### config.mk
export PLATFORM = sky130hd
export DESIGN_NAME = spgp_fifo
export DESIGN_NICKNAME = d
export VERILOG_FILES = /design/src/hw/rtl/spgp_fifo.sv
export SDC_FILE = /design/constraint.sdc
export NUM_CORES = 1
export LEC_CHECK = 0
export BUFFER_PORTS_ARGS = -buffer_cell sky130_fd_sc_hd__clkbuf_2
export CORE_UTILIZATION = 52
export CTS_BUF_LIST = sky130_fd_sc_hd__clkbuf_16
export CTS_CLUSTER_SIZE = 40
export DETAILED_ROUTE_END_ITERATION = 10
export PLACE_DENSITY = 0.79
export SYNTH_ARGS = -nofsm -noshare
export SYNTH_HDL_FRONTEND = slang
export SYNTH_SLANG_ARGS = --single-unit
### constraint.sdc
create_clock -name clk_i -period 4.9 [get_ports clk_i]
set_input_delay 0.735 -clock clk_i [delete_from_list [all_inputs] [get_ports clk_i]]
set_output_delay 0.735 -clock clk_i [all_outputs]
set_load 0.03 [all_outputs]
### src/hw/rtl/spgp_fifo.sv
// Short flop-based queue between the front and back of the block.
// No package dependencies.
module spgp_fifo #(
  parameter int WIDTH = 64,
  parameter int DEPTH = 2
) (
  input  logic             clk_i,
  input  logic             rst_ni,
  input  logic             push_i,
  input  logic [WIDTH-1:0] wdata_i,
  output logic             full_o,
  input  logic             pop_i,
  output logic [WIDTH-1:0] rdata_o,
  output logic             valid_o
);

  localparam int AW = (DEPTH > 1) ? $clog2(DEPTH) : 1;
  localparam int CW = $clog2(DEPTH + 1);

  logic [WIDTH-1:0] data_q [DEPTH];
  logic [AW-1:0]    wptr_q, wptr_d, rptr_q, rptr_d;
  logic [CW-1:0]    cnt_q, cnt_d;

  function automatic logic [AW-1:0] ptr_inc(input logic [AW-1:0] p);
    logic [AW-1:0] r;
    if (p == AW'(DEPTH - 1)) begin
      r = '0;
    end else begin
      r = p + AW'(1);
    end
    return r;
  endfunction

  always_comb begin
    wptr_d = push_i ? ptr_inc(wptr_q) : wptr_q;
    rptr_d = pop_i ? ptr_inc(rptr_q) : rptr_q;
    cnt_d  = cnt_q;
    if (push_i && !pop_i) begin
      cnt_d = cnt_q + CW'(1);
    end else if (pop_i && !push_i) begin
      cnt_d = cnt_q - CW'(1);
    end
  end

  always_ff @(posedge clk_i or negedge rst_ni) begin
    if (!rst_ni) begin
      wptr_q <= '0;
      rptr_q <= '0;
      cnt_q  <= '0;
    end else begin
      wptr_q <= wptr_d;
      rptr_q <= rptr_d;
      cnt_q  <= cnt_d;
    end
  end

  always_ff @(posedge clk_i) begin
    if (push_i) begin
      data_q[wptr_q] <= wdata_i;
    end
  end

  assign full_o  = (cnt_q == CW'(DEPTH));
  assign valid_o = (cnt_q != '0);
  assign rdata_o = data_q[rptr_q];

`ifndef SYNTHESIS
  a_no_overflow: assert property (@(posedge clk_i) disable iff (!rst_ni)
    !(push_i && full_o && !pop_i))
    else $error("queue push while full");
`endif

endmodule

**Word-level counts from Yosys, hierarchy flattened**

Memory sizes are Yosys's and may differ from the RTL's.
Cells that the tools add are included.

- $add $sub $neg: 4
- Shift-type cells: 0
- Bitwise operators: 0
- $mul: 0
- Muxes and demuxes: 6
- Reduce and logical (&&, ||, !) cells: 6
- Divide/modulo/power cells: 0
- Order comparisons: 0
- Equal/unequal tests: 1

Operators by type and width:

| kind | count |
|---|---|
| $mux 1 | 4 |
| $mux 2 | 2 |
| $reduce_bool 2->1 | 2 |
| $add 1x1->1 const B | 2 |
| $add 2x1->2 const B | 1 |
| $eq 2x2->1 const B | 1 |
| $logic_and 1x1->1 | 2 |
| $logic_not 1->1 | 2 |
| $sub 2x1->2 const B | 1 |

- Output and inout port bits: 66
- Input bits: 68
- Memories: 1
- Register bits after elaboration: 4
- Latch bits: 0
- Bits in writable memories: 128
- Memory bits (read-only): 0
- Word-level logic and storage cells: 21

Memories:

| name | depth | width | rd ports | clocked after memory_dff | write ports | line | text |
|---|---|---|---|---|---|---|---|
| data_q | 2 | 64 | 1 | 0 | 1 | 20 | `logic [WIDTH-1:0] data_q [DEPTH];` |

**Longest topological paths before layout**

- Word-level depth: 4
- Gate-level depth with buffers: 5
- Mapped depth without buffers: 5

**Worst setup path before layout**

No wires, ideal clock.

- Path type: input to register
- From: input push_i
- To: memory data_q[0][0] (enable)
- Library setup time: 0.494 ns
- Path slack: 0.857 ns
- Data required time: 4.406 ns
- Stages: 1
- Buffers on the path: 0
- Data arrival time: 3.549 ns
- Path through: nor2b_1

- Longest elaborated chain between the ends: 2

RTL lines:

| element | line | text |
|---|---|---|
| start: declaration | 9 | `input logic push_i,` |
| $mux 1 | 58 | `if (push_i) begin` |
| $mux 1 (implied by the code) | 59 | `data_q[wptr_q] <= wdata_i;` |
| end: declaration | 20 |  |

No other way between the ends.

**Final worst setup path**

- From: register rptr_q
- To: output rdata_o[43]

- Longest elaborated chain between the ends: 1

RTL lines:

| element | line | text |
|---|---|---|
| start: declaration | 21 | `logic [AW-1:0] wptr_q, wptr_d, rptr_q, rptr_d;` |
| start signal: assignment | 52 | `rptr_q <= rptr_d;` |
| $mem_v2 2x64 | n/a |  |
| end: declaration | 13 | `output logic [WIDTH-1:0] rdata_o,` |

No other way between the ends.

==> results_dict.tcl <==
set metrics [dict create \
    ios 134 \
    synth_cells 215 \
    post_cts_buffers 0 \
    wl_met3_um 454 \
    powerDensity_nw_per_um2 665.0 \
    wl_met2_mm 4.337 \
    synthesis.nets 284 \
    io_buffer_count 133 \
    grt_overflow 0 \
    crit_slowest_cell "dfrtp_4" \
    clock-sinks 132 \
    yosysTopAreaCell "edfxtp_1" \
    vdd_drop_max_mv 0.3767 \
    place_ws_ns 2.358 \
    clk_path_buf_depth 2 \
    vias 2454 \
    cts_tree "yes" \
    cts_resized 0 \
    drc 0 \
    htree_levels 4 \
    fin_util_pct 68.79 \
    clock_skew_ns 0.005800 \
    async_flop_share_pct 3.030 \
    synth.avg_cell_area_um2 23.32 \
    tns_ns 0 \
    crit_path_start_kind "flop" \
    cts_root_buf "clkbuf_16" \
    arrival_ns 2.24 \
    wirelength_met1_mm 3.228 \
    yosysMostFrequentCell "edfxtp_1" \
    holdWs_ns 0.1363 \
    hpwl_mm 5.177 \
    grt_pass1_wl_mm 12.39 \
    drv_cap 0 \
    grtUsageTotal_pct 17.16 \
    finalSetupViolCount 0 \
    status "completed" \
    rows 35 \
    max_freq_mhz 336.4 \
    first_pass_iters 4 \
    critPathBufInv 1 \
    ys_seq_elements 132 \
    antenna_found_initial 0 \
    rsz0062_at_grt "false" \
    critPathMaxStageDelay_ns 1.08 \
    postRouteAntennaNets 0 \
    wl_per_cell_um 16.11 \
    hold_viol 0 \
    drt_first_iter_violations 76 \
    synth_common_cells "edfxtp_1 (128), mux2_4 (50), mux2_2 (14), buf_6 (6)" \
    synth_edf_count 128 \
    gp_congestion 0.6869 \
    grt_max_degree 66 \
    crit_chain "mux2_2 -> clkbuf_2" \
    synthFlopType "edfxtp_1" \
    ys_top_cells_by_area "edfxtp_1 (77%), mux2_4 (15%), mux2_2 (3.1%)" \
    relSlewSlack_pct 22.22 \
    final_nets 431 \
    worst_pin_slew_ns 1.167 \
    crit_type "flop to output pin" \
    die_x_um 100.2 \
    p_leak_nw 2.602 \
    clk_pin_slew_worst_paths_ns 0.05 \
    yosysWarnings 0 \
    min_path_type "primary input to asynchronous set/reset pin" \
    routed_via_density 4.879 \
    critical_path.top_delay_family "flip-flops" \
    critPathRequiredTime_ns 4.16 \
    routed_wl_mm 8.103 \
    finalCriticalPeriod_ns 2.973 \
    fp.dieArea_um2 10040 \
    core_area_um2 9284 \
    insertedDiodeCount 0 \
    hold_buffers 0 \
    layout-drive-gt1-share_pct 62.03 \
    worst_slack_ns 1.927 \
    end_kind "output pin" \
    top_layer "met4" \
    initial_utilization_pct 54.00 \
    slew_violations 0 \
    grt_pass1_vias 2483 \
    synth_area_um2 5014 \
    insertion_delay_ns 0.40 \
    power_w 0.004247 \
    synth_top_area_share_pct 76.67 \
    yosys.cell_types.count 14 \
    numCtsBuffers 17 \
    worstPathMaxFanout 65 \
    die_h_um 100.2 \
    final.period_utilization_pct 60.67 \
    yosysSeqAreaShare_pct 78.66 \
    area_growth_pct 27.38 \
]
==> worst register-to-register path, delay by kind of cell, from the launching register on <==
kind	cells	cell delay, ns
AND/OR/NAND/NOR	1	0.68
buffers and inverters	1	0.54
flip-flops	1	0.42
==> power breakdown <==
| group | leakage (nW) | internal, W | switching (W) |
|---|---|---|---|
| combinational | 1.08 | 0.000555 | 0.000755 |
| clock | 0.276 | 0.000793 | 0.000445 |
| sequential | 1.25 | 0.00150 | 0.000196 |
==> path summary, 6_finish.rpt <==
| kind | cells past startpoint | start | slack [ns] | end |
|---|---|---|---|---|
| worst max-delay path | 2 | rptr_q | 1.93 | rdata_o[43] |
| worst min-delay path | 1 | rst_ni | 0.14 | cnt_q[1] |
| worst max register to register | 2 | wptr_q | 2.89 | data_q[1][48] |
| worst min register to register | 1 | cnt_q[1] | 0.50 | cnt_q[1] |
| max in group asynchronous | 1 | rst_ni | 4.62 | rptr_q |
| min in group clk_i | 1 | cnt_q[1] | 0.50 | cnt_q[1] |
==> sequential cells by signal, indices dropped and copies added (netlist names) <==
| signal | count |
|---|---|
| rptr_q | 1 |
| cnt_q | 2 |
| data_q | 128 |
| wptr_q | 1 |
==> layout make-up <==
| type | count | area (µm²) |
|---|---|---|
| Inverter | 1 | 3.754 |
| Timing Repair Buffer | 135 | 680.7 |
| Clock buffer | 17 | 425.4 |
| Tap cell | 129 | 161.4 |
| Sequential cell | 132 | 3948 |
| Clock inverter | 14 | 165.2 |
| Fill cell | 677 | 2898 |
| Multi-Input combinational cell | 75 | 1002 |
==> cell families after synthesis <==
kind of cell	after synthesis	share of synthesized area, %
xor gates and xnor gates	5	0.8734
adders and majority gates	1	0.2495
muxes	64	18.12
and+or+nand+nor	5	0.5740
DFF	132	78.66
buffers and inverters	8	1.522
==> metal layers <==
layer,GRT usage [%],vias to the layer above
li1,-,1151
met1,19.43,1211
met2,29.56,83
met3,6.198,9
met4,7.023,0
met5,0,-
==> layout by cell type (no fill, tap or decap), drive strengths merged <==
cell type / n
or2: 1
buf: 2
clkbuf: 150
mux2: 64
xnor2: 1
clkinvlp: 6
inv: 4
and2: 1
xor2: 4
bufinv: 3
nor2b: 2
edfxtp: 128
dfrtp: 4
nor2: 1
clkinv: 2
ha: 1
==> through the flow <==
step | cell area (µm²) | std cells
after floorplan | 5014 | 215
after global placement | 5796 | 472
after detailed placement | 5796 | 472
after CTS | 6386 | 503
after global routing | 6386 | 503
final | 6386 | 503
No activity file was read; power rests on OpenSTA's default activity.
