--- src/hw/rtl/spgp_pkg.sv ---
// Shared types and constants of the seven-point grid prolongation block.
// No dependencies; used by the top level, the front end, the back end and the testbench.
package spgp_pkg;

  localparam int FINE_IDX_W  = 12;
  localparam int VALUE_W     = 32;
  localparam int CFG_W       = 11;
  localparam int OUT_TDATA_W = 2 * FINE_IDX_W + VALUE_W;

  typedef enum logic [0:0] {
    REG_INTERVALS_X = 1'b0,
    REG_INTERVALS_Y = 1'b1
  } cfg_reg_e;

  // output beat kinds of one coarse sample, in emission order
  typedef enum logic [1:0] {
    PH_DIAG = 2'd0,
    PH_UP   = 2'd1,
    PH_LEFT = 2'd2,
    PH_SELF = 2'd3
  } phase_e;

  // control part of one queued job: even fine indices and neighbor flags
  typedef struct packed {
    logic [FINE_IDX_W-1:0] row2;
    logic [FINE_IDX_W-1:0] col2;
    logic                  has_up;
    logic                  has_left;
    logic                  grid_end;
  } job_ctrl_t;

endpackage

--- src/hw/rtl/spgp_back.sv ---
// Back end: expands each job into up to four fine points, computes the
// floor means and drives the output register. Depends on spgp_pkg.
module spgp_back #(
  parameter int SAMPLE_WIDTH = 32
) (
  input  logic                                clk_i,
  input  logic                                rst_ni,
  input  logic                                job_valid_i,
  output logic                                job_pop_o,
  input  spgp_pkg::job_ctrl_t                 ctrl_i,
  input  logic [SAMPLE_WIDTH-1:0]             v_i,
  input  logic [SAMPLE_WIDTH-1:0]             above_i,
  input  logic [SAMPLE_WIDTH-1:0]             prev_i,
  input  logic [SAMPLE_WIDTH-1:0]             ul_i,
  output logic                                m_valid_o,
  input  logic                                m_ready_i,
  output logic [spgp_pkg::FINE_IDX_W-1:0]     m_row_o,
  output logic [spgp_pkg::FINE_IDX_W-1:0]     m_col_o,
  output logic [spgp_pkg::VALUE_W-1:0]        m_value_o,
  output logic                                m_last_input_o,
  output logic                                m_last_grid_o
);

  localparam int SW    = SAMPLE_WIDTH;
  localparam int FW    = spgp_pkg::FINE_IDX_W;
  localparam int VW    = spgp_pkg::VALUE_W;
  localparam int EXT_W = (SW > VW) ? SW : VW;

  function automatic logic [SW-1:0] mean2(input logic [SW-1:0] a, input logic [SW-1:0] b);
    logic [SW:0] s;
    s = {a[SW-1], a} + {b[SW-1], b};
    return s[SW:1];
  endfunction

  logic                e_valid_q, e_valid_d;
  logic [3:0]          pend_q, pend_d, pend_left;
  spgp_pkg::job_ctrl_t e_ctrl_q;
  logic [SW-1:0]       e_v_q, e_above_q, e_prev_q, e_ul_q;

  spgp_pkg::phase_e       ph;
  logic                   out_free, emit, last_beat, load;
  logic [SW-1:0]          operand;
  logic signed [SW-1:0]   beat_val;
  logic [EXT_W-1:0]       val_ext;
  logic [FW-1:0]          beat_row, beat_col;

  logic          m_valid_q, m_valid_d;
  logic [FW-1:0] m_row_q, m_col_q;
  logic [VW-1:0] m_value_q;
  logic          m_last_input_q, m_last_grid_q;

  always_comb begin
    if (pend_q[spgp_pkg::PH_DIAG]) begin
      ph = spgp_pkg::PH_DIAG;
    end else if (pend_q[spgp_pkg::PH_UP]) begin
      ph = spgp_pkg::PH_UP;
    end else if (pend_q[spgp_pkg::PH_LEFT]) begin
      ph = spgp_pkg::PH_LEFT;
    end else begin
      ph = spgp_pkg::PH_SELF;
    end
  end

  assign pend_left = pend_q & ~(4'b0001 << ph);
  assign last_beat = (pend_left == '0);
  assign out_free  = !m_valid_q || m_ready_i;
  assign emit      = e_valid_q && out_free;
  assign load      = job_valid_i && (!e_valid_q || (emit && last_beat));

  always_comb begin
    beat_row = e_ctrl_q.row2;
    beat_col = e_ctrl_q.col2;
    operand  = e_v_q;
    case (ph)
      spgp_pkg::PH_DIAG: begin
        beat_row = e_ctrl_q.row2 - FW'(1);
        beat_col = e_ctrl_q.col2 - FW'(1);
        operand  = e_ul_q;
      end
      spgp_pkg::PH_UP: begin
        beat_row = e_ctrl_q.row2 - FW'(1);
        operand  = e_above_q;
      end
      spgp_pkg::PH_LEFT: begin
        beat_col = e_ctrl_q.col2 - FW'(1);
        operand  = e_prev_q;
      end
      default: begin
        operand = e_v_q;
      end
    endcase
  end

  // mean of a value with itself is the value, so the copy point shares the adder
  assign beat_val = mean2(operand, e_v_q);
  assign val_ext  = EXT_W'(beat_val);

  always_comb begin
    e_valid_d = e_valid_q;
    pend_d    = pend_q;
    if (load) begin
      e_valid_d = 1'b1;
      pend_d    = {1'b1, ctrl_i.has_left, ctrl_i.has_up, ctrl_i.has_up && ctrl_i.has_left};
    end else if (emit) begin
      pend_d = pend_left;
      if (last_beat) begin
        e_valid_d = 1'b0;
      end
    end
  end

  always_comb begin
    m_valid_d = m_valid_q;
    if (emit) begin
      m_valid_d = 1'b1;
    end else if (m_ready_i) begin
      m_valid_d = 1'b0;
    end
  end

  always_ff @(posedge clk_i or negedge rst_ni) begin
    if (!rst_ni) begin
      e_valid_q <= 1'b0;
      pend_q    <= '0;
      m_valid_q <= 1'b0;
    end else begin
      e_valid_q <= e_valid_d;
      pend_q    <= pend_d;
      m_valid_q <= m_valid_d;
    end
  end

  always_ff @(posedge clk_i) begin
    if (load) begin
      e_ctrl_q  <= ctrl_i;
      e_v_q     <= v_i;
      e_above_q <= above_i;
      e_prev_q  <= prev_i;
      e_ul_q    <= ul_i;
    end
    if (emit) begin
      m_row_q        <= beat_row;
      m_col_q        <= beat_col;
      m_value_q      <= val_ext[VW-1:0];
      m_last_input_q <= last_beat;
      m_last_grid_q  <= last_beat && e_ctrl_q.grid_end;
    end
  end

  assign job_pop_o      = load;
  assign m_valid_o      = m_valid_q;
  assign m_row_o        = m_row_q;
  assign m_col_o        = m_col_q;
  assign m_value_o      = m_value_q;
  assign m_last_input_o = m_last_input_q;
  assign m_last_grid_o  = m_last_grid_q;

`ifndef SYNTHESIS
  a_job_has_beats: assert property (@(posedge clk_i) disable iff (!rst_ni)
    e_valid_q |-> (pend_q != '0))
    else $error("active job without pending points");
  a_diag_needs_sides: assert property (@(posedge clk_i) disable iff (!rst_ni)
    pend_q[spgp_pkg::PH_DIAG] |-> (pend_q[spgp_pkg::PH_UP] && pend_q[spgp_pkg::PH_LEFT]))
    else $error("diagonal point without up and left points");
  a_grid_end_closes_input: assert property (@(posedge clk_i) disable iff (!rst_ni)
    (m_valid_q && m_last_grid_q) |-> m_last_input_q)
    else $error("end of grid not on last point of a sample");
  a_self_last: assert property (@(posedge clk_i) disable iff (!rst_ni)
    (emit && last_beat) |-> (ph == spgp_pkg::PH_SELF))
    else $error("sample closed before its copy point");
`endif

endmodule

--- config.mk ---
export PLATFORM = sky130hd
export DESIGN_NAME = spgp_back
export DESIGN_NICKNAME = d
export VERILOG_FILES = /design/src/hw/rtl/spgp_pkg.sv /design/src/hw/rtl/spgp_back.sv
export SDC_FILE = /design/constraint.sdc
export NUM_CORES = 1
export LEC_CHECK = 0
export BUFFER_PORTS_ARGS = -buffer_cell sky130_fd_sc_hd__buf_2
export CORE_ASPECT_RATIO = 0.75
export CORE_MARGIN = 10
export CORE_UTILIZATION = 40
export CTS_BUF_LIST = sky130_fd_sc_hd__clkbuf_8
export CTS_CLUSTER_DIAMETER = 30
export CTS_CLUSTER_SIZE = 24
export DETAILED_ROUTE_END_ITERATION = 12
export PLACE_DENSITY_LB_ADDON = 0.2
export REMOVE_ABC_BUFFERS = 1
export SLEW_MARGIN = 20
export SYNTH_ARGS = -nofsm -noshare
export SYNTH_HDL_FRONTEND = slang
export SYNTH_SLANG_ARGS = --single-unit
--- constraint.sdc ---
create_clock -name clk_i -period 9.4 [get_ports clk_i]
set_clock_uncertainty 0.1 [all_clocks]
set_input_delay 0.94 -clock clk_i [delete_from_list [all_inputs] [get_ports clk_i]]
set_output_delay 0.94 -clock clk_i [all_outputs]
set_load 0.02 [all_outputs]
---- After elaboration in Yosys (flattened, before gate mapping) ----
Cells that the tools add are included.
storage, ports and cells
  input port bits ......................... 159
  logic and storage cells ................. 53
  register bits after elaboration ......... 217
cells by class
  shift operators ......................... 1
  equality and inequality tests ........... 2
  reduce and logical (&&, ||, !) cells .... 17
  bitwise operators ....................... 2
  muxes and demuxes ....................... 13
  add/subtract/negate cells ............... 3
operators by type and width
  operator                                            number
  one-hot mux 32 bit (3 select lines)                 1
  adder 32 x 32 -> 33 bit                             1
  two-way mux 12 bit                                  2
  subtractor 12 x 1 -> 12 bit, second input constant  2
  two-way mux 4 bit                                   2
  two-way mux 1 bit                                   6
  nonzero test 2 bit                                  3
  logical AND 1 bit                                   5
  AND 4 bit                                           1
  zero test 4 bit                                     1
  two-way mux 2 bit                                   2
  NOT 4 bit                                           1
  OR reduction 2 bit                                  2
  << shifter 1 x 2 -> 4 bit, first input constant     1
  == test 2 x 1 -> 1 bit, second input constant       1
  == test 2 bit, second input constant                1
  zero test 1 bit                                     2
  zero test 2 bit                                     1
  logical OR 1 bit                                    2
  AND reduction 2 bit                                 1

---- Depth between registers and ports, before layout ----
Gate-level depths: netlist of run 1.
  word-level depth ........................ 12
  mapped depth ............................ 15
  gate-level depth less buffers ........... 13

---- Least setup slack after synthesis of run 1 ----
Ideal clock, no wire load.
  path kind ............................... reg-to-reg
  start ................................... register pend_q[1]
  end ..................................... register pend_q[0]
  arrival time ............................ 9,715 ps
  library setup time ...................... 490 ps
  period minus slack after synthesis ...... 10,305 ps
  cell stages (with the launch flop) ...... 7
  path slack .............................. -905 ps
  cells stage by stage .................... dfrtp_1 > clkbuf_1 > maj3_1 > o21ai_0 > nand2_1 > a21oi_1 > o21ai_0
between the ends
  longest elaborated chain between the ends .. 10
RTL lines
  item                                                            line              source
  from (decl)                                                     spgp_back.sv:36   logic [3:0] pend_q, pend_d, pend_left;
  from (signal assigned)                                          spgp_back.sv:128  pend_q <= pend_d;
  two-way mux 2 bit                                               spgp_back.sv:55   end else if (pend_q[spgp_pkg::PH_UP]) begin
  two-way mux 2 bit                                               spgp_back.sv:53   if (pend_q[spgp_pkg::PH_DIAG]) begin
  << shifter 1 x 2 -> 4 bit                                       spgp_back.sv:64   assign pend_left = pend_q & ~(4'b0001 << ph);
  NOT 4 bit                                                       spgp_back.sv:64
  AND 4 bit (*)                                                   spgp_back.sv:64
  zero test 4 bit (*)                                             spgp_back.sv:65   assign last_beat = (pend_left == '0);
  via last_beat                                                   spgp_back.sv:41   logic out_free, emit, last_beat, load;
  logical AND 1 bit (*)                                           spgp_back.sv:68   assign load = job_valid_i && (!e_valid_q || (emit && last_beat));
  logical OR 1 bit (*)                                            spgp_back.sv:68
  logical AND 1 bit (*)                                           spgp_back.sv:68
  via job_pop_o                                                   spgp_back.sv:9    output logic job_pop_o,
  two-way mux 4 bit / nonzero test 2 bit (equally long branches)  --
Mark *: on every way through the listed nets, which the timed path passes. The rest lies on a longest branch. The select of a mux whose other input is x is not followed.
A chain may end at the register's enable or synchronous reset.

---- Final worst setup path of run 1 ----
  start ................................... register pend_q[0]
  end ..................................... register m_value_q[31] (netlist: m_value_o[31]) (data pin)
between the ends
  longest elaborated chain between the ends .. 4
RTL lines
  item                                         line              source
  two-way mux 2 bit (*)                        spgp_back.sv:53
  == test 2 bit, or another cell as far along  spgp_back.sv:74   case (ph)
  one-hot mux 32 bit (3 select lines) (*)      spgp_back.sv:74
  adder 32 x 32 -> 33 bit (*)                  spgp_back.sv:31   s = {a[SW-1], a} + {b[SW-1], b};
  via beat_val[31]                             spgp_back.sv:43   logic signed [SW-1:0] beat_val;
  to (signal assigned)                         spgp_back.sv:144  m_value_q <= val_ext[VW-1:0];
  to (decl)                                    spgp_back.sv:49   logic [VW-1:0] m_value_q;
Mark *: on every way through the listed nets, which the timed path passes. The rest lies on a longest branch.

==> results of run 1 <==
-- Yosys cell counts, drive strengths merged, types with 4 or more instances --
master	instances	area (µm²)
nand2	51	191
a31oi	6	43.8
clkbuf	24	90.1
xor2	24	210
o21bai	5	37.5
xnor2	26	228
nor2	91	342
a221oi	19	166
a21o	8	60.1
ha	33	413
nand3	9	45.0
edfxtp	211	6340
buf	5	28.8
o22ai	13	81.3
a21oi	63	315
inv	35	131
nand4	4	25.0
nand2b	8	50.1
o21a	5	37.5
a211oi	5	37.5
o21ai	39	195
nor2b	5	31.3
dfrtp	6	150
nor4	5	31.3
o211ai	4	30.0
nor3	12	65.1
-- cell families after synthesis --
group           Yosys count  synth area share
compound gates          186             0.124
xor+xnor                 50            0.0451
fa+ha+maj                35            0.0456
buf+inv                  64            0.0258
flops                   217             0.668
simple gates            200            0.0911
-- cell usage in the layout, fill, tap and decap left out, types with 19 or more instances in the layout --
cell type / synthesis / layout
xnor2_1: 26 / 26
clkbuf_8: 0 / 44
buf_2: 2 / 218
ha_1: 33 / 33
a221oi_1: 19 / 19
nor2_1: 91 / 91
o21ai_0: 39 / 39
edfxtp_1: 211 / 211
nand2_1: 51 / 51
xor2_1: 24 / 24
inv_1: 34 / 41
a21oi_1: 63 / 62
-- path summary, 6_finish.rpt --
| check | start | to | slack [ps] | cells past startpoint |
|---|---|---|---|---|
| min in group clk_i | e_ctrl_q[0] | m_last_grid_o | 420 | 1 |
| setup / recovery | pend_q[0] | m_value_o[31] | 4810 | 13 |
| max in group asynchronous | rst_ni | pend_q[2] | 8860 | 1 |
| setup reg to reg | pend_q[0] | m_value_o[31] | 4810 | 13 |
| hold reg to reg | e_ctrl_q[0] | m_last_grid_o | 420 | 1 |
| hold / removal | rst_ni | m_valid_o | 140 | 1 |
-- final cells by class --
cell class | count | share of cell area
Tap cell | 306 | 0.0321
Multi-Input combinational cell | 471 | 0.250
Inverter | 35 | 0.0110
Timing Repair Buffer | 224 | 0.0951
Sequential cell | 217 | 0.543
Clock inverter | 31 | 0.0177
Clock buffer | 44 | 0.0507
Antenna cell | 2 | 0.000419
-- registers in the layout, indices dropped and copies added (netlist names), 4 cells and up --
name,count
e_ul_q,32
e_prev_q,32
e_ctrl_q,25
m_value_o,32
pend_q,4
m_row_o,12
e_above_q,32
e_v_q,32
m_col_o,12
-- stage by stage --
step | power [mW] | instances
finish | 4.64 | 1330
global route | 4.99 | 1329
CTS | 4.69 | 1328
detailed placement | 3.76 | 1253
global placement | 3.73 | 1253
floorplan | 3.19 | 723
-- layer usage --
layer	up-vias	GRT usage	wire (µm)
met4	0	0.0446	439
li1	3305	-	-
met1	3220	0.218	11800
met2	215	0.233	11000
met3	38	0.0429	1670
met5	-	0	0
-- power by group through the flow --
stage                     clock network, mW  logic, mW  registers [mW]
after floorplan                           0       1.35            1.84
after detailed placement                  0       2.09            1.67
after CTS                             0.937       2.10            1.65
after global placement                    0       2.07            1.66
final                                 0.905       2.09            1.65
after global routing                  0.985       2.33            1.67
==> metrics.md, run 1 <==
| Metric | Value |
|---|---|
| Vias | `between 6k and 7k` |
| Syn_area_per_cell | `12.9 µm²` |
| CTS Root Cell | `clkbuf_8` |
| Post-CTS Setup Bufs | `0` |
| # setup viols final | `0` |
| Status | `finished clean` |
| FP Rows | `49` |
| # fillers | `2,167` |
| Clk pwr share | `0.195` |
| Crit path time final | `4590 ps` |
| Total GRT Usage | `0.156` |
| Via density | `between 5 and 6` |
| Yosys reg bits | `~220` |
| Internal cell power | `around 2.8 mW` |
| Area of the multi-input gates | `2980 µm²` |
| Post_cts resized | `0` |
| Count of flip-flops with a built-in enable after synthesis | `around 210` |
| Seq. cell area | `6490 µm²` |
| Clock latency on the worst-skew pair | `~530 ps` |
| First-pass GRT wire length | `37,900 µm` |
| Share of post-route cells with drive strength above 1 | `0.291` |
| Post-route setup TNS | `0 ps` |
| Top_reg_cell synth | `edfxtp_1` |
| GP Congestion | `0.827` |
| Die height | `155 µm` |
| Critical Path Slowest Stage Cell | `dfrtp_2` |
| Mapped Cells | `about 750` |
| Final wirelength | `24,900 µm` |
| Die width | `about 200 µm` |
| RSZ-0062 raised after global routing | `false` |
| Cell repeated most along the worst path | `o2111ai_1` |
| Hold Buf Count CTS | `0` |
| Io pins | `around 220` |
| Ys async rst share | `0.0276` |
| Ys Warns | `0` |
| Initial Utilization | `0.406` |
| Placed cell areas | `11,100 µm²` |
| CTS tree | `yes` |
| Crit path kind | `reg2reg` |
| Critical-path maximum fanout | `47` |
| Core Box Area | `~24,000 µm²` |
| Htree depth | `2` |
| Drt pass-1 iters | `5` |
| CP max stage delay | `about 940 ps` |
| PnR worst setup slack | `just under 5000 ps` |
| Relative slew slack | `0.403` |
| HPWL after DPL | `around 18,000 µm` |
| Final standard cell area without fillers | `approximately 12,000 µm²` |
| Required time worst endpoint | `9580 ps` |
| Hold slack final | `~140 ps` |
| Fmax | `0.218 GHz` |
| CP bufs+invs | `2` |
| Worst Setup Start Kind | `flop` |
| Sequential-to-total area share from yosys stat | `0.668` |
| Largest net degree at the start of global routing | `68` |
| Post-Syn Area | `9710 µm²` |
| Slew of the pin with the lowest slew margin | `896 ps` |
| Final Max Slew Viols | `0` |
| WL/cell | `18.7 µm` |
| P_leak | `4.73 nW` |
| Final hold violations | `0` |
| Die area | `between 30,000 and 40,000 µm²` |
| Area growth syn-to-layout | `23.0%` |
| Critical path cell sequence | `or3_1 -> buf_4 -> nor2_1 -> nor3_1 -> inv_1 -> fa_1 -> nor2b_1 -> o2111ai_1 -> a31oi_1 -> o211ai_1 -> and3_1 -> o2111ai_1 -> o21ai_0` |
| Port bufs | `218` |
| CTS max path bufs | `3` |
| Nets | `roughly 1.2k` |
| Clock slew at reported path FFs | `~70 ps` |
| Logic pwr share | `0.450` |
| Global route overflow | `0` |
| Initial antenna violation count | `1` |
| Power per cell area | `389 nW/µm²` |
| Place WS | `~4700 ps` |
| DRT antenna net count | `0` |
| CP Capture Type | `flop` |
| Sequential Power Share | `0.355` |
| Total CTS buffers | `41` |
| Sw power | `approximately 1.9 mW` |
| Worst min-delay path class | `in2async` |
| Final Cycle Share | `0.489` |
| CP Data Arrival Time | `roughly 4800 ps` |
| # Max-Cap Violations | `0` |
| Peak supply drop | `0.142 mV` |
| Drc violations | `0` |
| Layout Utilization | `0.500` |
| Vias in the first global route | `6,896` |
| CTS sink count | `217` |
| Cell variety after synth | `52` |
| Sw Share | `0.404` |
| CP top delay family | `simple AND/OR/NAND/NOR gates` |
| Detailed Route Iter0 Violations | `434` |
(Power assumes the default switching activity.)
==> run 2, diff against run 1 <==
==> constraint.sdc (replaced) <==
create_clock -name clk_i -period 4.8 [get_ports clk_i]
set_clock_uncertainty 0.1 [all_clocks]
set_input_delay 0.48 -clock clk_i [delete_from_list [all_inputs] [get_ports clk_i]]
set_output_delay 0.48 -clock clk_i [all_outputs]
set_load 0.02 [all_outputs]
==> run 2 against run 1 <==
Effect of this change: via count grew 8.2%; combinational power up 110%; largest power group unchanged; critical endpoint is now m_value_o[30]; clock power is 120% higher; register-to-register slack got worse by 3700 ps; sequential power increased by 90%; global-route usage rose by 2.0 points; hold slack got worse by 75 ps.
==> metrics.md, run 2 (synthesized netlist as in run 1, its figures left out) <==
| Metric | Value |
|---|---|
| Worst hold start | `job_valid_i` |
| Share of post-route cells with drive strength above 1 | `0.264` |
| Largest net degree at the start of global routing | `63` |
| Vias | `between 7k and 8k` |
| Io pins | `219` |
| Die width | `200 µm` |
| Status | `finished clean` |
| Area growth syn-to-layout | `40.1%` |
| Critical Path Slowest Stage Cell | `buf_4` |
| Drc violations | `0` |
| Fmax | `0.272 GHz` |
| Final hold violations | `0` |
| Logic pwr share | `0.459` |
| Global route overflow | `0` |
| R2R setup slack | `~1100 ps` |
| Hold EP | `e_valid_q` |
| Total GRT Usage | `0.176` |
| Clock latency on the worst-skew pair | `about 560 ps` |
| Crit path from | `pend_q[1]` |
| Worst r2r dst | `m_value_o[30]` |
| Drt pass-1 iters | `4` |
| Post-CTS Setup Bufs | `0` |
| Dpl cells | `1,257` |
| Detailed Route Iter0 Violations | `362` |
| CP bufs+invs | `2` |
| P_leak | `roughly 5.4 nW` |
| RR Startpoint | `pend_q[1]` |
| DRT antenna net count | `0` |
| FP Rows | `between 40 and 50` |
| Final Max Slew Viols | `0` |
| Most common cell after layout, fill and taps aside | `buf_2` |
| Finished Layout Cells | `~1.5k` |
| Core Box Area | `23,900 µm²` |
| Critical path cell sequence | `buf_4 -> buf_4 -> nor2_1 -> a221oi_1 -> a21oi_1 -> nor2_1 -> ha_1 -> a21o_1 -> a221o_1 -> a21oi_1 -> o31ai_1 -> a41oi_4 -> o41ai_2 -> xor2_1` |
| Via density | `4.94` |
| CP top delay family | `compound AO/OA/AOI/OAI gates` |
| Commonest cells after routing, fill and taps aside | `buf_2, edfxtp_1, dlygate4sd3_1` |
| Sequential Power Share | `0.332` |
| # setup viols final | `0` |
| Relative slew slack | `0.347` |
| CTS max path bufs | `3` |
| Nets | `roughly 1.3k` |
| Initial Utilization | `0.406` |
| Peak supply drop | `0.490 mV` |
| Critical-path maximum fanout | `41` |
| Required time worst endpoint | `4990 ps` |
| Total CTS buffers | `42` |
| CP max stage delay | `390 ps` |
| Die area | `31,000 µm²` |
| Placed cell areas | `around 11,000 µm²` |
| RSZ-0062 raised after global routing | `false` |
| First-pass GRT wire length | `43,000 µm` |
| Internal cell power | `about 5.6 mW` |
| Crit path kind | `reg2reg` |
| Final standard cell area without fillers | `13,600 µm²` |
| Final wirelength | `26,700 µm` |
| Sw power | `3.81 mW` |
| Slew of the pin with the lowest slew margin | `979 ps` |
| CTS sink count | `217` |
| Crit path time final | `3680 ps` |
| Clock slew at reported path FFs | `70 ps` |
| CP Data Arrival Time | `3870 ps` |
| Htree depth | `2` |
| # Max-Cap Violations | `0` |
| Port bufs | `roughly 220` |
| Sw Share | `0.405` |
| Initial antenna violation count | `0` |
| HPWL after DPL | `17,800 µm` |
| Reg2Reg Depth | `14` |
| Power per cell area | `692 nW/µm²` |
| CP Capture Type | `flop` |
| Worst min-delay path class | `in2reg` |
| CTS tree | `yes` |
| Vias in the first global route | `about 7.8k` |
| CTS Root Cell | `clkbuf_8` |
| # diodes | `0` |
| Cell count of the worst hold path | `3` |
| GP Congestion | `0.808` |
| Hold slack final | `67.3 ps` |
| WL/cell | `18.0 µm` |
| Die height | `155 µm` |
| Worst Setup Start Kind | `flop` |
| Post_cts resized | `0` |
| Final Cycle Share | `0.767` |
| # fillers | `1,976` |
| Clk pwr share | `0.209` |
==> run 2: cell type report <==
cell class,instances,area (µm²),share of cell area
Clock inverter,32,317,0.0233
Multi-Input combinational cell,471,2980,0.219
Timing Repair Buffer,382,2710,0.199
Tap cell,306,383,0.0281
Inverter,35,131,0.00966
Clock buffer,43,592,0.0435
Sequential cell,217,6490,0.477
==> run 2: power by group through the flow <==
stage | Combinational, mW | Sequential (mW) | Clock, mW
2_1_floorplan | 2.64 | 3.60 | 0
3_3_place_gp | 4.17 | 3.17 | 0
3_5_place_dp | 4.21 | 3.17 | 0
4_1_cts | 4.34 | 3.14 | 2.03
5_1_grt | 4.83 | 3.19 | 2.12
6_report | 4.32 | 3.13 | 1.96
==> run 2: repair_timing <==
item,4_1_cts,5_1_grt
endpoints found under the hold margin,159,0
setup endpoints to repair,0,0
hold buffers,154,0
==> run 2: worst register-to-register path, stage by stage, from the launching register on <==
cell and delay, ps:
dfrtp_2 350, buf_4 390, buf_4 390, nor2_1 70
a221oi_1 260, a21oi_1 80, nor2_1 120, ha_1 340
a21o_1 240, a221o_1 300, a21oi_1 160, o31ai_1 120
a41oi_4 240, o41ai_2 100, xor2_1 160
==> run 2: how the worst max path moves through the flow <==
stage,endpoint,slack [ps],depth (start not counted)
floorplan,pend_q[0],-5940,5
global placement,m_value_o[29],1170,12
detailed placement,m_value_o[29],1120,12
CTS,m_value_o[29],1110,12
global route,m_value_o[31],830,12
finish,m_value_o[30],1120,14
==> run 2: through the flow <==
| stage | util | worst slack, ps | total power, mW | TNS (ps) |
|---|---|---|---|---|
| 3_3_place_gp | 0.466 | 1170 | 7.34 | 0 |
| 2_1_floorplan | - | -5940 | 6.25 | -872480 |
| 3_5_place_dp | 0.466 | 1120 | 7.38 | 0 |
| 6_report | 0.569 | 1120 | 9.42 | 0 |
| 5_1_grt | 0.569 | 831 | 10.1 | 0 |
| 4_1_cts | 0.569 | 1110 | 9.51 | 0 |
==> run 2: metal layers <==
| layer | routed length, µm | global-route usage |
|---|---|---|
| met4 | 673 | 0.0608 |
| met5 | 0 | 0 |
| met3 | 2020 | 0.0517 |
| met2 | 12200 | 0.274 |
| met1 | 11800 | 0.229 |
==> run 3, diff against run 2 <==
==> constraint.sdc (replaced) <==
create_clock -name clk_i -period 3.6 [get_ports clk_i]
set_clock_uncertainty 0.1 [all_clocks]
set_input_delay 0.36 -clock clk_i [delete_from_list [all_inputs] [get_ports clk_i]]
set_output_delay 0.36 -clock clk_i [all_outputs]
set_load 0.02 [all_outputs]
==> run 3 against run 2 <==
Effect of this change: count of clock-buffer cells in the layout shrank 3; hold slack lost 43 ps; sequential power grew 34%; non-clock buffer count grew 20; fmax grew 7.5%; sequential share of layout area shrank 0.51 points; utilization grew 0.62 points; register-to-register slack lost 940 ps; critical path depth shrank 2; cell count grew 1.1%; global-route usage shrank 0.63 points; flip-flop and latch count is the same; highest routed layer unchanged.
==> metrics.md, run 3 (synthesized netlist as in run 1, its figures left out) <==
| Metric | Value |
|---|---|
| Status | `finished clean` |
| Critical-path maximum fanout | `32` |
| Sw Share | `0.400` |
| CP top delay family | `compound AO/OA/AOI/OAI gates` |
| Vias in the first global route | `7,677` |
| CTS Root Cell | `clkbuf_8` |
| Pwr Total | `12.6 mW` |
| # setup viols final | `0` |
| Area growth syn-to-layout | `41.6%` |
| Io pins | `219` |
| Nets | `approximately 1.4k` |
| Final Max Slew Viols | `0` |
| Hold slack final | `24.0 ps` |
| Critical Path Slowest Stage Cell | `dfrtp_2` |
| # fillers | `approximately 2.0k` |
| CTS sink count | `217` |
| # diodes | `0` |
| Worst min-delay path class | `in2reg` |
| Detailed Route Iter0 Violations | `around 430` |
| CP Capture Type | `flop` |
| Final hold violations | `0` |
| Initial antenna violation count | `0` |
| Drc violations | `0` |
| Crit path kind | `reg2reg` |
| Final Cycle Share | `0.951` |
| Required time worst endpoint | `3770 ps` |
| Critical path cell sequence | `or3_1 -> buf_12 -> o22ai_1 -> a21oi_1 -> ha_1 -> a211o_1 -> a21oi_1 -> o21ai_0 -> o31ai_1 -> and3_1 -> o21bai_1 -> xor2_1` |
| Worst Setup Start Kind | `flop` |
| Htree depth | `2` |
| CTS max path bufs | `3` |
| Port bufs | `218` |
| Post-route setup TNS | `0 ps` |
| Clock latency on the worst-skew pair | `530 ps` |
| Share of post-route cells with drive strength above 1 | `0.272` |
| P_leak | `5.51 nW` |
| Vias | `7,482` |
| Initial Utilization | `0.406` |
| Cell repeated most along the worst path | `a21oi_1` |
| FP Rows | `49` |
| Logic pwr share | `0.477` |
| Most common cell after layout, fill and taps aside | `buf_2` |
| DRT antenna net count | `0` |
| Power per cell area | `915 nW/µm²` |
| Sequential Power Share | `0.332` |
| Commonest cells after routing, fill and taps aside | `buf_2, edfxtp_1, dlygate4sd3_1` |
| Slew of the pin with the lowest slew margin | `between 700 and 800 ps` |
| Internal cell power | `7.55 mW` |
| Final wirelength | `26,700 µm` |
| Global route overflow | `0` |
| CP bufs+invs | `1` |
| Sw power | `~5 mW` |
| CP max stage delay | `about 460 ps` |
| Total GRT Usage | `0.170` |
| CP Data Arrival Time | `3590 ps` |
| Total CTS buffers | `39` |
| Clk pwr share | `0.191` |
| First-pass GRT wire length | `41,600 µm` |
| # Max-Cap Violations | `0` |
| Die width | `200 µm` |
| Fmax | `0.292 GHz` |
| Die area | `roughly 31,000 µm²` |
| Relative slew slack | `0.512` |
| Largest net degree at the start of global routing | `81` |
| WL/cell | `17.8 µm` |
| Clock slew at reported path FFs | `60 ps` |
| Via density | `4.98` |
| GP Congestion | `0.853` |
| Drt pass-1 iters | `5` |
| Crit path time final | `3420 ps` |
| HPWL after DPL | `18,200 µm` |
| Core Box Area | `23,900 µm²` |
| Die height | `155 µm` |
| CTS tree | `yes` |
| Peak supply drop | `0.384 mV` |
[run 3: cell count changes in the layout (fill, tap and decap cells not counted), sizes merged]
cell and delta:
dlygate4sd3 +2, clkinv -1, inv +2, clkinvlp -2
buf +18, clkbuf -3
[run 3: worst register-to-register path, cell delays in order (launching register included)]
cell      delay [ps]
dfrtp_2          460
or3_1            370
buf_12           190
o22ai_1          150
a21oi_1           60
ha_1             320
a211o_1          290
a21oi_1          180
o21ai_0          210
o31ai_1          310
and3_1           270
o21bai_1         110
xor2_1           140
[run 3: power by group through the flow]
stage	registers (mW)	logic, mW	clock network (mW)
finish	4.18	6.00	2.41
global route	4.25	6.68	2.58
CTS	4.19	5.96	2.47
detailed placement	4.23	5.80	0
global placement	4.22	5.76	0
floorplan	4.60	3.06	0
[run 3: final cells by class]
cell class,instances,area [µm²],area share
sequential,217,6490,0.472
multi-input combinational,471,3000,0.218
timing repair buffer,402,2930,0.213
clock buffer,40,551,0.0400
tap,306,383,0.0278
clock inverter,31,268,0.0195
inverter,35,131,0.00955
[run 3: repair_timing]
action                                  CTS  global route
hold buffers                            156             0
endpoints found under the hold margin   161             0
setup buffers                             0             2
resized for setup                         0             4
endpoints found under the setup margin    0            10
[run 3: final timing paths]
| kind | start | to | slack [ps] | depth (start not counted) |
|---|---|---|---|---|
| setup / recovery | pend_q[2] | m_value_o[29] | 180 | 12 |
| hold / removal | ctrl_i[1] | pend_q[2] | 20 | 3 |
| setup reg to reg | pend_q[2] | m_value_o[29] | 180 | 12 |
| hold reg to reg | e_ctrl_q[0] | m_last_grid_o | 420 | 1 |
| max in group asynchronous | rst_ni | pend_q[1] | 3140 | 2 |
| min in group asynchronous | rst_ni | pend_q[2] | 90 | 2 |
[run 3: per-stage QoR]
stage | setup WS, ps | util | std cells | cell area, µm²
6_report | 176 | 0.575 | 1502 | 13800
5_1_grt | -13.5 | 0.575 | 1502 | 13800
4_1_cts | 153 | 0.574 | 1500 | 13700
3_5_place_dp | 179 | 0.474 | 1273 | 11300
3_3_place_gp | 231 | 0.474 | 1273 | 11300
2_1_floorplan | -7140 | - | 723 | 9590
[run 3: per-layer routing]
layer,GRT usage,up-vias,share of wire
met4,0.0536,0,0.024
li1,-,3655,-
met1,0.224,3537,0.44
met2,0.268,245,0.46
met3,0.0448,45,0.073
met5,0,-,0
